$ cat config.mk
export PLATFORM = sky130hd
export DESIGN_NAME = windowed_presence_hysteresis_top
export DESIGN_NICKNAME = d
export VERILOG_FILES = /design/src/rtl/wph_pkg.sv /design/src/rtl/windowed_presence_hysteresis_top.sv /design/src/rtl/wph_ram.sv
export SDC_FILE = /design/constraint.sdc
export NUM_CORES = 1
export LEC_CHECK = 0
export BUFFER_PORTS_ARGS = -buffer_cell sky130_fd_sc_hd__buf_2
export CORE_MARGIN = 2
export CORE_UTILIZATION = 45
export CTS_CLUSTER_SIZE = 28
export DETAILED_ROUTE_END_ITERATION = 7
export GPL_ROUTABILITY_DRIVEN = 0
export PLACE_DENSITY = 0.69
export SETUP_SLACK_MARGIN = 0.05
export SLEW_MARGIN = 40
export SYNTH_ARGS = -nofsm -noshare
export SYNTH_HDL_FRONTEND = slang
export SYNTH_SLANG_ARGS = --single-unit
$ cat constraint.sdc
create_clock -name clk -period 6.41 [get_ports clk]
set_input_delay 1.282 -clock clk [delete_from_list [all_inputs] [get_ports clk]]
set_output_delay 1.282 -clock clk [all_outputs]
set_load 0.005 [all_outputs]
$ cat src/rtl/wph_pkg.sv
// Package: shared widths, sizes, register indexes and reset values for the presence detector.
`default_nettype none
package wph_pkg;

	localparam int PEOPLE     = 8;
	localparam int HIST_DEPTH = 32;
	localparam int SLOT_W     = $clog2(HIST_DEPTH);
	localparam int CNT_W      = $clog2(HIST_DEPTH + 1);
	localparam int MASK_W     = 8;
	localparam int STRIDE_W   = 8;
	localparam int THR_W      = 9;
	localparam int CFG_IDX_W  = 2;
	localparam int CFG_DATA_W = 9;

	typedef logic [MASK_W-1:0] mask_t;
	typedef logic [CNT_W-1:0]  cnt_t;
	typedef logic [SLOT_W-1:0] slot_t;

	typedef enum logic [CFG_IDX_W-1:0] {
		REG_FRAME_STRIDE    = 2'd0,
		REG_ENTER_THRESHOLD = 2'd1,
		REG_LEAVE_THRESHOLD = 2'd2
	} cfg_reg_t;

	localparam logic [STRIDE_W-1:0] FRAME_STRIDE_RST    = 8'd3;
	localparam logic [THR_W-1:0]    ENTER_THRESHOLD_RST = 9'd28;
	localparam logic [THR_W-1:0]    LEAVE_THRESHOLD_RST = 9'd4;

endpackage
`default_nettype wire

$ cat src/rtl/windowed_presence_hysteresis_top.sv
// Top level: sliding-window presence detector with enter/leave hysteresis per person.
// A result passes the stage 1 registers (history RAM read), then the output register (count update).
// Accepts one frame per cycle while the output is not stalled.
// A stalled output holds one result in the output register; input stalls only behind it.
// Reset (async, active low) clears counts, present flags, stride phase, write slot and the
// per-slot history valid bits, and loads the config defaults; no clearing pass, ready at once.
`default_nettype none
module windowed_presence_hysteresis_top (
	input  wire logic                            clk,
	input  wire logic                            arst_n,
	// config write port
	input  wire logic                            cfg_we,
	input  wire logic [wph_pkg::CFG_IDX_W-1:0]   cfg_idx,
	input  wire logic [wph_pkg::CFG_DATA_W-1:0]  cfg_wdata,
	// frame input
	input  wire logic                            in_valid,
	output logic                                 in_ready,
	input  wire logic [wph_pkg::MASK_W-1:0]      recognized_mask,
	// result output
	output logic                                 out_valid,
	input  wire logic                            out_ready,
	output logic                                 processed,
	output logic      [wph_pkg::MASK_W-1:0]      present_mask,
	output logic      [wph_pkg::MASK_W-1:0]      arrived_mask,
	output logic      [wph_pkg::MASK_W-1:0]      departed_mask
);

	// ---------------- configuration registers ----------------
	logic [wph_pkg::STRIDE_W-1:0] frame_stride_q;
	logic [wph_pkg::THR_W-1:0]    enter_thr_q;
	logic [wph_pkg::THR_W-1:0]    leave_thr_q;

	always_ff @(posedge clk or negedge arst_n) begin
		if (!arst_n) begin
			frame_stride_q <= wph_pkg::FRAME_STRIDE_RST;
			enter_thr_q    <= wph_pkg::ENTER_THRESHOLD_RST;
			leave_thr_q    <= wph_pkg::LEAVE_THRESHOLD_RST;
		end else if (cfg_we) begin
			case (wph_pkg::cfg_reg_t'(cfg_idx))
				wph_pkg::REG_FRAME_STRIDE:    frame_stride_q <= cfg_wdata[wph_pkg::STRIDE_W-1:0];
				wph_pkg::REG_ENTER_THRESHOLD: enter_thr_q    <= cfg_wdata[wph_pkg::THR_W-1:0];
				wph_pkg::REG_LEAVE_THRESHOLD: leave_thr_q    <= cfg_wdata[wph_pkg::THR_W-1:0];
				default: ;  // unmapped index: write dropped
			endcase
		end
	end

	// ---------------- pipeline control ----------------
	logic in_xfer;
	logic s1_go;
	logic s1_vld_q;
	logic out_vld_q;

	assign s1_go    = s1_vld_q && (!out_vld_q || out_ready);
	assign in_ready = !s1_vld_q || s1_go;
	assign in_xfer  = in_valid && in_ready;

	// ---------------- stage 0: stride sampling, slot allocation ----------------
	logic [wph_pkg::STRIDE_W-1:0] phase_q;
	logic [wph_pkg::STRIDE_W-1:0] stride_eff;
	logic [wph_pkg::STRIDE_W:0]   phase_inc;
	logic [wph_pkg::STRIDE_W-1:0] phase_nxt;
	logic                         take;
	wph_pkg::slot_t               slot_q;
	logic [wph_pkg::HIST_DEPTH-1:0] hist_vld_q;  // slot written since reset

	// stride of zero behaves as one; a phase past a lowered stride wraps next frame
	assign stride_eff = (frame_stride_q == '0) ? wph_pkg::STRIDE_W'(1) : frame_stride_q;
	assign phase_inc  = {1'b0, phase_q} + (wph_pkg::STRIDE_W+1)'(1);
	assign phase_nxt  = (phase_inc >= {1'b0, stride_eff}) ? '0
	                                                      : phase_inc[wph_pkg::STRIDE_W-1:0];
	assign take       = (phase_q == '0);

	always_ff @(posedge clk or negedge arst_n) begin
		if (!arst_n) begin
			phase_q <= '0;
			slot_q  <= '0;
		end else if (in_xfer) begin
			phase_q <= phase_nxt;
			if (take) begin
				slot_q <= slot_q + wph_pkg::SLOT_W'(1);  // depth is a power of two: wraps
			end
		end
	end

	// ---------------- stage 1 registers ----------------
	logic           take_s1;
	wph_pkg::mask_t mask_s1;
	wph_pkg::slot_t slot_s1;
	logic           old_vld_s1;

	always_ff @(posedge clk or negedge arst_n) begin
		if (!arst_n) begin
			s1_vld_q <= 1'b0;
		end else if (in_xfer) begin
			s1_vld_q <= 1'b1;
		end else if (s1_go) begin
			s1_vld_q <= 1'b0;
		end
	end

	always_ff @(posedge clk) begin
		if (in_xfer) begin
			take_s1    <= take;
			mask_s1    <= recognized_mask;
			slot_s1    <= slot_q;
			old_vld_s1 <= hist_vld_q[slot_q];
		end
	end

	// ---------------- history RAM ----------------
	// Consecutive processed frames use consecutive slots, so the read in stage 0
	// never targets the slot being written in stage 1: no forwarding needed.
	logic           hist_we;
	wph_pkg::mask_t hist_rd;
	wph_pkg::mask_t old_mask;

	assign hist_we = s1_go && take_s1;

	wph_ram #(
		.WIDTH (wph_pkg::MASK_W),
		.DEPTH (wph_pkg::HIST_DEPTH)
	) u_hist (
		.clk     (clk),
		.we      (hist_we),
		.wr_addr (slot_s1),
		.wr_data (mask_s1),
		.re      (in_xfer && take),
		.rd_addr (slot_q),
		.rd_data (hist_rd)
	);

	always_ff @(posedge clk or negedge arst_n) begin
		if (!arst_n) begin
			hist_vld_q <= '0;
		end else if (hist_we) begin
			hist_vld_q[slot_s1] <= 1'b1;
		end
	end

	// unwritten slot reads as the reset value (no hits)
	assign old_mask = old_vld_s1 ? hist_rd : '0;

	// ---------------- stage 1: count update and hysteresis ----------------
	wph_pkg::cnt_t                  cnt_q   [wph_pkg::PEOPLE];
	wph_pkg::cnt_t                  cnt_nxt [wph_pkg::PEOPLE];
	logic [wph_pkg::PEOPLE-1:0]     present_q;
	logic [wph_pkg::PEOPLE-1:0]     present_nxt;
	logic [wph_pkg::PEOPLE-1:0]     arrived_nxt;
	logic [wph_pkg::PEOPLE-1:0]     departed_nxt;

	always_comb begin
		logic [wph_pkg::THR_W-1:0] c_ext;
		logic                      p;
		for (int i = 0; i < wph_pkg::PEOPLE; i++) begin
			cnt_nxt[i] = cnt_q[i] - wph_pkg::CNT_W'(old_mask[i]) + wph_pkg::CNT_W'(mask_s1[i]);
			c_ext      = {{(wph_pkg::THR_W-wph_pkg::CNT_W){1'b0}}, cnt_nxt[i]};
			p          = present_q[i];
			arrived_nxt[i]  = 1'b0;
			departed_nxt[i] = 1'b0;
			// enter is checked first; a count inside both bands makes an absent person enter and leave at once
			if (c_ext >= enter_thr_q && !p) begin
				p               = 1'b1;
				arrived_nxt[i]  = 1'b1;
			end
			if (c_ext <= leave_thr_q && p) begin
				p               = 1'b0;
				departed_nxt[i] = 1'b1;
			end
			present_nxt[i] = p;
		end
	end

	always_ff @(posedge clk or negedge arst_n) begin
		if (!arst_n) begin
			present_q <= '0;
			for (int i = 0; i < wph_pkg::PEOPLE; i++) begin
				cnt_q[i] <= '0;
			end
		end else if (hist_we) begin
			present_q <= present_nxt;
			for (int i = 0; i < wph_pkg::PEOPLE; i++) begin
				cnt_q[i] <= cnt_nxt[i];
			end
		end
	end

	// ---------------- output register ----------------
	logic           processed_q;
	wph_pkg::mask_t present_out_q;
	wph_pkg::mask_t arrived_out_q;
	wph_pkg::mask_t departed_out_q;

	always_ff @(posedge clk or negedge arst_n) begin
		if (!arst_n) begin
			out_vld_q <= 1'b0;
		end else if (s1_go) begin
			out_vld_q <= 1'b1;
		end else if (out_ready) begin
			out_vld_q <= 1'b0;
		end
	end

	// skipped frame reports current flags with empty change masks
	always_ff @(posedge clk) begin
		if (s1_go) begin
			processed_q    <= take_s1;
			present_out_q  <= take_s1 ? present_nxt : present_q;
			arrived_out_q  <= take_s1 ? arrived_nxt : '0;
			departed_out_q <= take_s1 ? departed_nxt : '0;
		end
	end

	assign out_valid     = out_vld_q;
	assign processed     = processed_q;
	assign present_mask  = present_out_q;
	assign arrived_mask  = arrived_out_q;
	assign departed_mask = departed_out_q;

endmodule
`default_nettype wire

$ cat src/rtl/wph_ram.sv
// Simple dual-port RAM: one write port, one read port with registered read data.
`default_nettype none
module wph_ram #(
	parameter int WIDTH = 8,
	parameter int DEPTH = 32
) (
	input  wire logic                     clk,
	input  wire logic                     we,
	input  wire logic [$clog2(DEPTH)-1:0] wr_addr,
	input  wire logic [WIDTH-1:0]         wr_data,
	input  wire logic                     re,
	input  wire logic [$clog2(DEPTH)-1:0] rd_addr,
	output logic      [WIDTH-1:0]         rd_data
);

	logic [WIDTH-1:0] mem [DEPTH];

	always_ff @(posedge clk) begin
		if (we) begin
			mem[wr_addr] <= wr_data;
		end
	end

	// read data holds while re is low
	always_ff @(posedge clk) begin
		if (re) begin
			rd_data <= mem[rd_addr];
		end
	end

endmodule
`default_nettype wire

======== After elaboration in Yosys (flattened, before gate mapping) ========
Memories as Yosys holds them, arrays and structs flattened. A register that Yosys moved wholly into a read port is not among the register bits.
Index checks and enable logic that the tools add are counted.
storage, ports and cells
  word-level logic and storage cells ...... 155
  RAM bits ................................ 256
  memories kept ........................... 1
  bits in registers ....................... 169
  output and inout bits ................... 27
memory list
  name        depth  bits a word  read ports  clocked after memory_dff  wr ports  line           source
  u_hist.mem  32     8            1           1                         1         wph_ram.sv:16  logic [WIDTH-1:0] mem [DEPTH];
cells by class
  bitwise gates (word level) .............. 1
  add/sub/neg operators ................... 18
  eq/ne operators ......................... 2
  mux-type cells .......................... 46
  reductions and logical operators ........ 42
  magnitude comparators ................... 20
operators by type and width
  operator                                             count
  >= comparator 6 x 9 -> 1 bit                         8
  less-or-equal comparator 6 x 9 -> 1 bit              8
  adder 6 x 1 -> 6 bit                                 8
  subtractor 6 x 1 -> 6 bit                            8
  two-way mux 1 bit                                    40
  two-way mux 8 bit                                    4
  bitwise OR 32 bit                                    1
  logical AND 1 bit                                    21
  logical NOT 8 bit                                    2
  < comparator 5 x 6 -> 1 bit, second input constant   2
  logical NOT 1 bit                                    10
  adder 8 x 1 -> 9 bit, second input constant          1
  >= comparator 9 x 8 -> 1 bit                         1
  AND reduction 2 bit                                  4
  adder 5 x 1 -> 5 bit, second input constant          1
  binary-select mux 1 bit (select 5 bit)               1
  demux 1 bit (select 5 bit)                           1
  >= comparator 5 x 1 -> 1 bit, second input constant  1
  nonzero test 2 bit                                   2
  equality test 2 x 1 -> 1 bit, second input constant  1
  equality test 2 bit, second input constant           1
  logical NOT 2 bit                                    1
  logical OR 1 bit                                     2

======== Logic depth before layout (Yosys ltp) ========
  depth after elaboration ................. 9
  depth in mapped cells ................... 16
  mapped depth without buffers ............ 16

======== Modules after synthesis ========
A second synthesis with hierarchy kept.
second synthesis, totals
  cell total of the unflattened synthesis .. 1,562
  area total of the unflattened synthesis .. 21,579.4 µm²
modules (own cells, without submodules)
  module                            area each (µm²)  cells each  instances
  windowed_presence_hysteresis_top  11,446.0         1,145       1
  wph_ram                           10,133.5         417         1

======== Worst setup path after synthesis ========
Ideal clock, no wire load.
  path kind ............................... flip-flop to flip-flop
  from .................................... register old_vld_s1
  to ...................................... register present_out_q[4], in the netlist present_mask[4], data pin
  period minus slack after synthesis ...... 3,145 ps
  cell stages (with the launch flop) ...... 14
  data arrival time ....................... 2,876 ps
  data required time ...................... 6,140 ps
  setup time .............................. 270 ps
  path slack .............................. 3,265 ps
  path through ............................ edfxtp_1 > and2_1 > ha_1 > inv_1 > ha_1 > fa_1 > a21o_1 > a21oi_1 > xnor2_1 > ha_1 > a21o_1 > a21o_1 > o221ai_1 > a21oi_1
RTL lines
  element                 line                                     source
  from (decl)             windowed_presence_hysteresis_top.sv:90   logic old_vld_s1;
  from (signal assigned)  windowed_presence_hysteresis_top.sv:107  old_vld_s1 <= hist_vld_q[slot_q];
  to (signal assigned)    windowed_presence_hysteresis_top.sv:208  present_out_q <= take_s1 ? present_nxt : present_q;
  to (decl)               windowed_presence_hysteresis_top.sv:190  wph_pkg::mask_t present_out_q;

==> results.ini <==
[setup_path]
r2r-start = old_vld_s1
crit_chain = and2_1 -> ha_1 -> inv_1 -> ha_1 -> inv_1 -> fa_1 -> inv_1 -> a21o_1 -> a21oi_1 -> xnor2_1 -> ha_1 -> nand3_1 -> o31ai_1 -> a21oi_1 -> nor3b_1
slowest_delay_ns = 0.52
r2r_end = departed_mask[5]
crit_arrival_ns = 4.03
worst_ep_required_time_ns = 6.80
worstRegToRegCells = 15
slowest_stage = o31ai_1
end_kind = flip-flop
path_class = flip-flop to flip-flop
start_kind = flip-flop
r2r_setup_slack_ns = 2.76
worstPathMaxFanout = 8

[clock_network]
cts_hold_buffers = 0
postCtsSetupBuffers = 0
cts_tree = done
clkSinkCount = 433
htree_num_levels = 2
cts_root_buf = clkbuf_16
clockBufferDepth = 3
cts_buffers = 44
cts.clk_slew.worst_paths_ns = 0.06
ctsResizeCount = 0
insertion_delay_ns = 0.56

[hold_path]
holdPathEnd = hist_vld_q[30]
min_from = hist_vld_q[30]
worstHoldPathCells = 1
min_path_type = flip-flop to flip-flop

[drt]
wl_per_cell_microns = 20.4
vias = 12400
drc = 0
viasPerCell = 5.63
dr.first_iter.drc_count = 977
first_pass_iters = 5
ant_nets = 0
routed_wl_mm = 44.9

[logic_synthesis]
yosys_register_bits = 433
syn_inst = 1492
yosysTopAreaCellShare_pct = 43.4
synth_simple_gate_area_share_pct = 7.27
ys_seq_area_share_pct = 58.7
synth_cell_types = 58
synth-main-ff-cell = edfxtp_1
syn_area_per_cell_sq_um = 14.1
muxShareOfSynthArea_pct = 10.6
synth_xor_xnor_area_share_pct = 2.41
syn-num-nets = 1679
synth_compound_area_share_pct = 8.11
yosysTopAreaCell = edfxtp_1
synthArstFlopShare_pct = 29.8
yosysWarnings = 0
synth_top_cells_by_area = edfxtp_1 (43%), dfrtp_1 (15%), ha_1 (9.2%)
synth_top_family_by_area = multiplexers
synth_edf_count = 304
synth_area_sq_um = 21100
synthAdderAreaFrac_pct = 9.97

[global_route]
grt_pass1_vias = 12800
grt.overflow.total = 0
grt_usage_pct = 19.1
grt_antenna_before_repair = 0
grt_max_degree = 89
grt_pass1_wl_mm = 71.6

[sta]
rsz0062_at_grt = false
setup_viol = 0
hold_slack_ns = 0.461
finalCritPeriodShare_pct = 56.9
tns_ns = 0
fin_crit_ns = 3.65
hold_viol_final = 0
fmax_mhz = 274
slew_violations = 0
clock_skew_ns = 0.0171
worst_slew_pin_slew_ns = 0.835
worst_slew_margin_rel_pct = 44.1

[floorplanning]
start_util_pct = 45.4
die_x_microns = 220
die_h_microns = 220
die_area_sq_um = 48500
row_count = 79
io_pins = 51
coreArea_sq_um = 46400

[finish]
regArea_sq_um = 12400
layout_common_cells = edfxtp_1 (304), ha_1 (155), dfrtp_1 (119), inv_1 (99), a21oi_1 (88)
drive_gt1_share_pct = 17.4
fill_cells = 3840
final_common_cell = edfxtp_1
nNetsFinal = 1749
area_growth_syn_to_layout_pct = 11.6
finalInstanceArea_sq_um = 23500
multi_input_area_sq_um = 8130
diodes = 0

[pwr]
p_sw_w = 0.00438
p_int_w = 0.00728
pwr_density_cell_nw_per_um2 = 496
p_leak_nw = 8.97
clkPwrFrac_pct = 22.2
ir_worst_vdd_mv = 0.301
swShare_pct = 37.5
p_seq_share_pct = 31.3
comb_power_share_pct = 46.5

[placement]
port_buffers = 50
hpwl_mm = 29.7
placed_area_sq_um = 22000

[job]
drv_cap = 0

[run_status]
status = complete, no violations

[worst max-delay path, delay by kind of cell (launching register included)]
kind / cells / cell delay, ns
buffers and inverters: 3 / 0.19
adder cells (fa/ha/maj): 4 / 1.07
flip-flops: 1 / 0.50
XOR/XNOR: 1 / 0.33
AO/OA/AOI/OAI: 4 / 0.87
AND/OR/NAND/NOR: 3 / 0.52
[state kept, by name, summed over array words and instances, names as in the netlist]
signal and cells:
present_q 8, u_hist.mem 256, hist_vld_q 32, cnt_q 48, s1_vld_q 1, departed_mask 8
phase_q 8, out_valid 1, enter_thr_q 9, processed 1, arrived_mask 8, leave_thr_q 9
slot_q 5, old_vld_s1 1, slot_s1 5, u_hist.rd_data 8, mask_s1 8, frame_stride_q 8
take_s1 1, present_mask 8
[power groups by stage]
stage | combinational, W | clock [W] | sequential, W
final | 0.00542 | 0.00259 | 0.00365
after global routing | 0.00614 | 0.00276 | 0.00370
after CTS | 0.00535 | 0.00264 | 0.00369
after detailed placement | 0.00531 | 0 | 0.00374
after global placement | 0.00503 | 0 | 0.00372
after floorplan | 0.00415 | 0 | 0.00360
[final cells by class]
class                           count  area share [%]
Sequential cell                   433            52.7
Multi-Input combinational cell    915            34.6
Clock buffer                       59            5.20
Tap cell                          607            3.23
Timing Repair Buffer               68            1.74
Inverter                          100            1.60
Clock inverter                     22            1.00
[Yosys cell counts, types with 9 or more instances]
master and number:
dfrtp_1 123, or3_1 11, a21o_1 39, or2_2 15
o21bai_1 17, nand3_1 29, ha_1 155, nor2b_1 11
nor4_1 10, xnor2_1 47, a21oi_1 88, a221oi_1 10
mux2i_1 36, a211oi_1 16, nand2_1 77, a22o_1 9
clkbuf_1 14, nand2b_1 15, mux4_2 72, inv_1 99
edfxtp_1 304, and2_1 14, or2_1 9, mux2_2 22
buf_2 12, buf_1 9, nor2_1 53, xor2_1 9
o21ai_0 70, nor3_1 10
[metrics by stage]
step | setup WS, ns | utilization [%] | instances | power [W]
after floorplan | 3.26 | - | 1492 | 0.00775
after global placement | 2.87 | 47.4 | 2122 | 0.00875
after detailed placement | 2.80 | 47.4 | 2122 | 0.00905
after CTS | 2.78 | 50.6 | 2203 | 0.0117
after global routing | 2.49 | 50.7 | 2204 | 0.0126
final | 2.76 | 50.7 | 2204 | 0.0117
[logic make-up (layout without fill, tap and decap cells)]
| logic type | Yosys count | in the layout |
|---|---|---|
| DFF | 433 | 433 |
| and+or+nand+nor | 289 | 289 |
| AOI/OAI and AO/OA | 275 | 275 |
| adders and majority gates | 163 | 163 |
| buffers and inverters | 144 | 249 |
| muxes | 131 | 131 |
| xor gates and xnor gates | 57 | 57 |
[metal layers]
| metal | global-route usage (%) | vias up | wire length (microns) |
|---|---|---|---|
| met3 | 2.90 | 74 | 2250 |
| met2 | 32.5 | 319 | 22000 |
| li1 | - | 5767 | - |
| met1 | 25.6 | 6243 | 19700 |
| met4 | 5.37 | 0 | 950 |
| met5 | 0 | - | 0 |
[worst max path at each step]
stage / depth (start not counted) / to / slack [ns] / start
global route: 15 / departed_mask[5] / 2.49 / old_vld_s1
CTS: 13 / present_mask[1] / 2.78 / old_vld_s1
global placement: 6 / u_hist.mem[24][3] / 2.87 / out_ready
floorplan: 13 / present_mask[4] / 3.26 / old_vld_s1
finish: 15 / departed_mask[5] / 2.76 / old_vld_s1
detailed placement: 6 / u_hist.mem[0][3] / 2.80 / out_ready
Power figures use the tool's default switching activity.
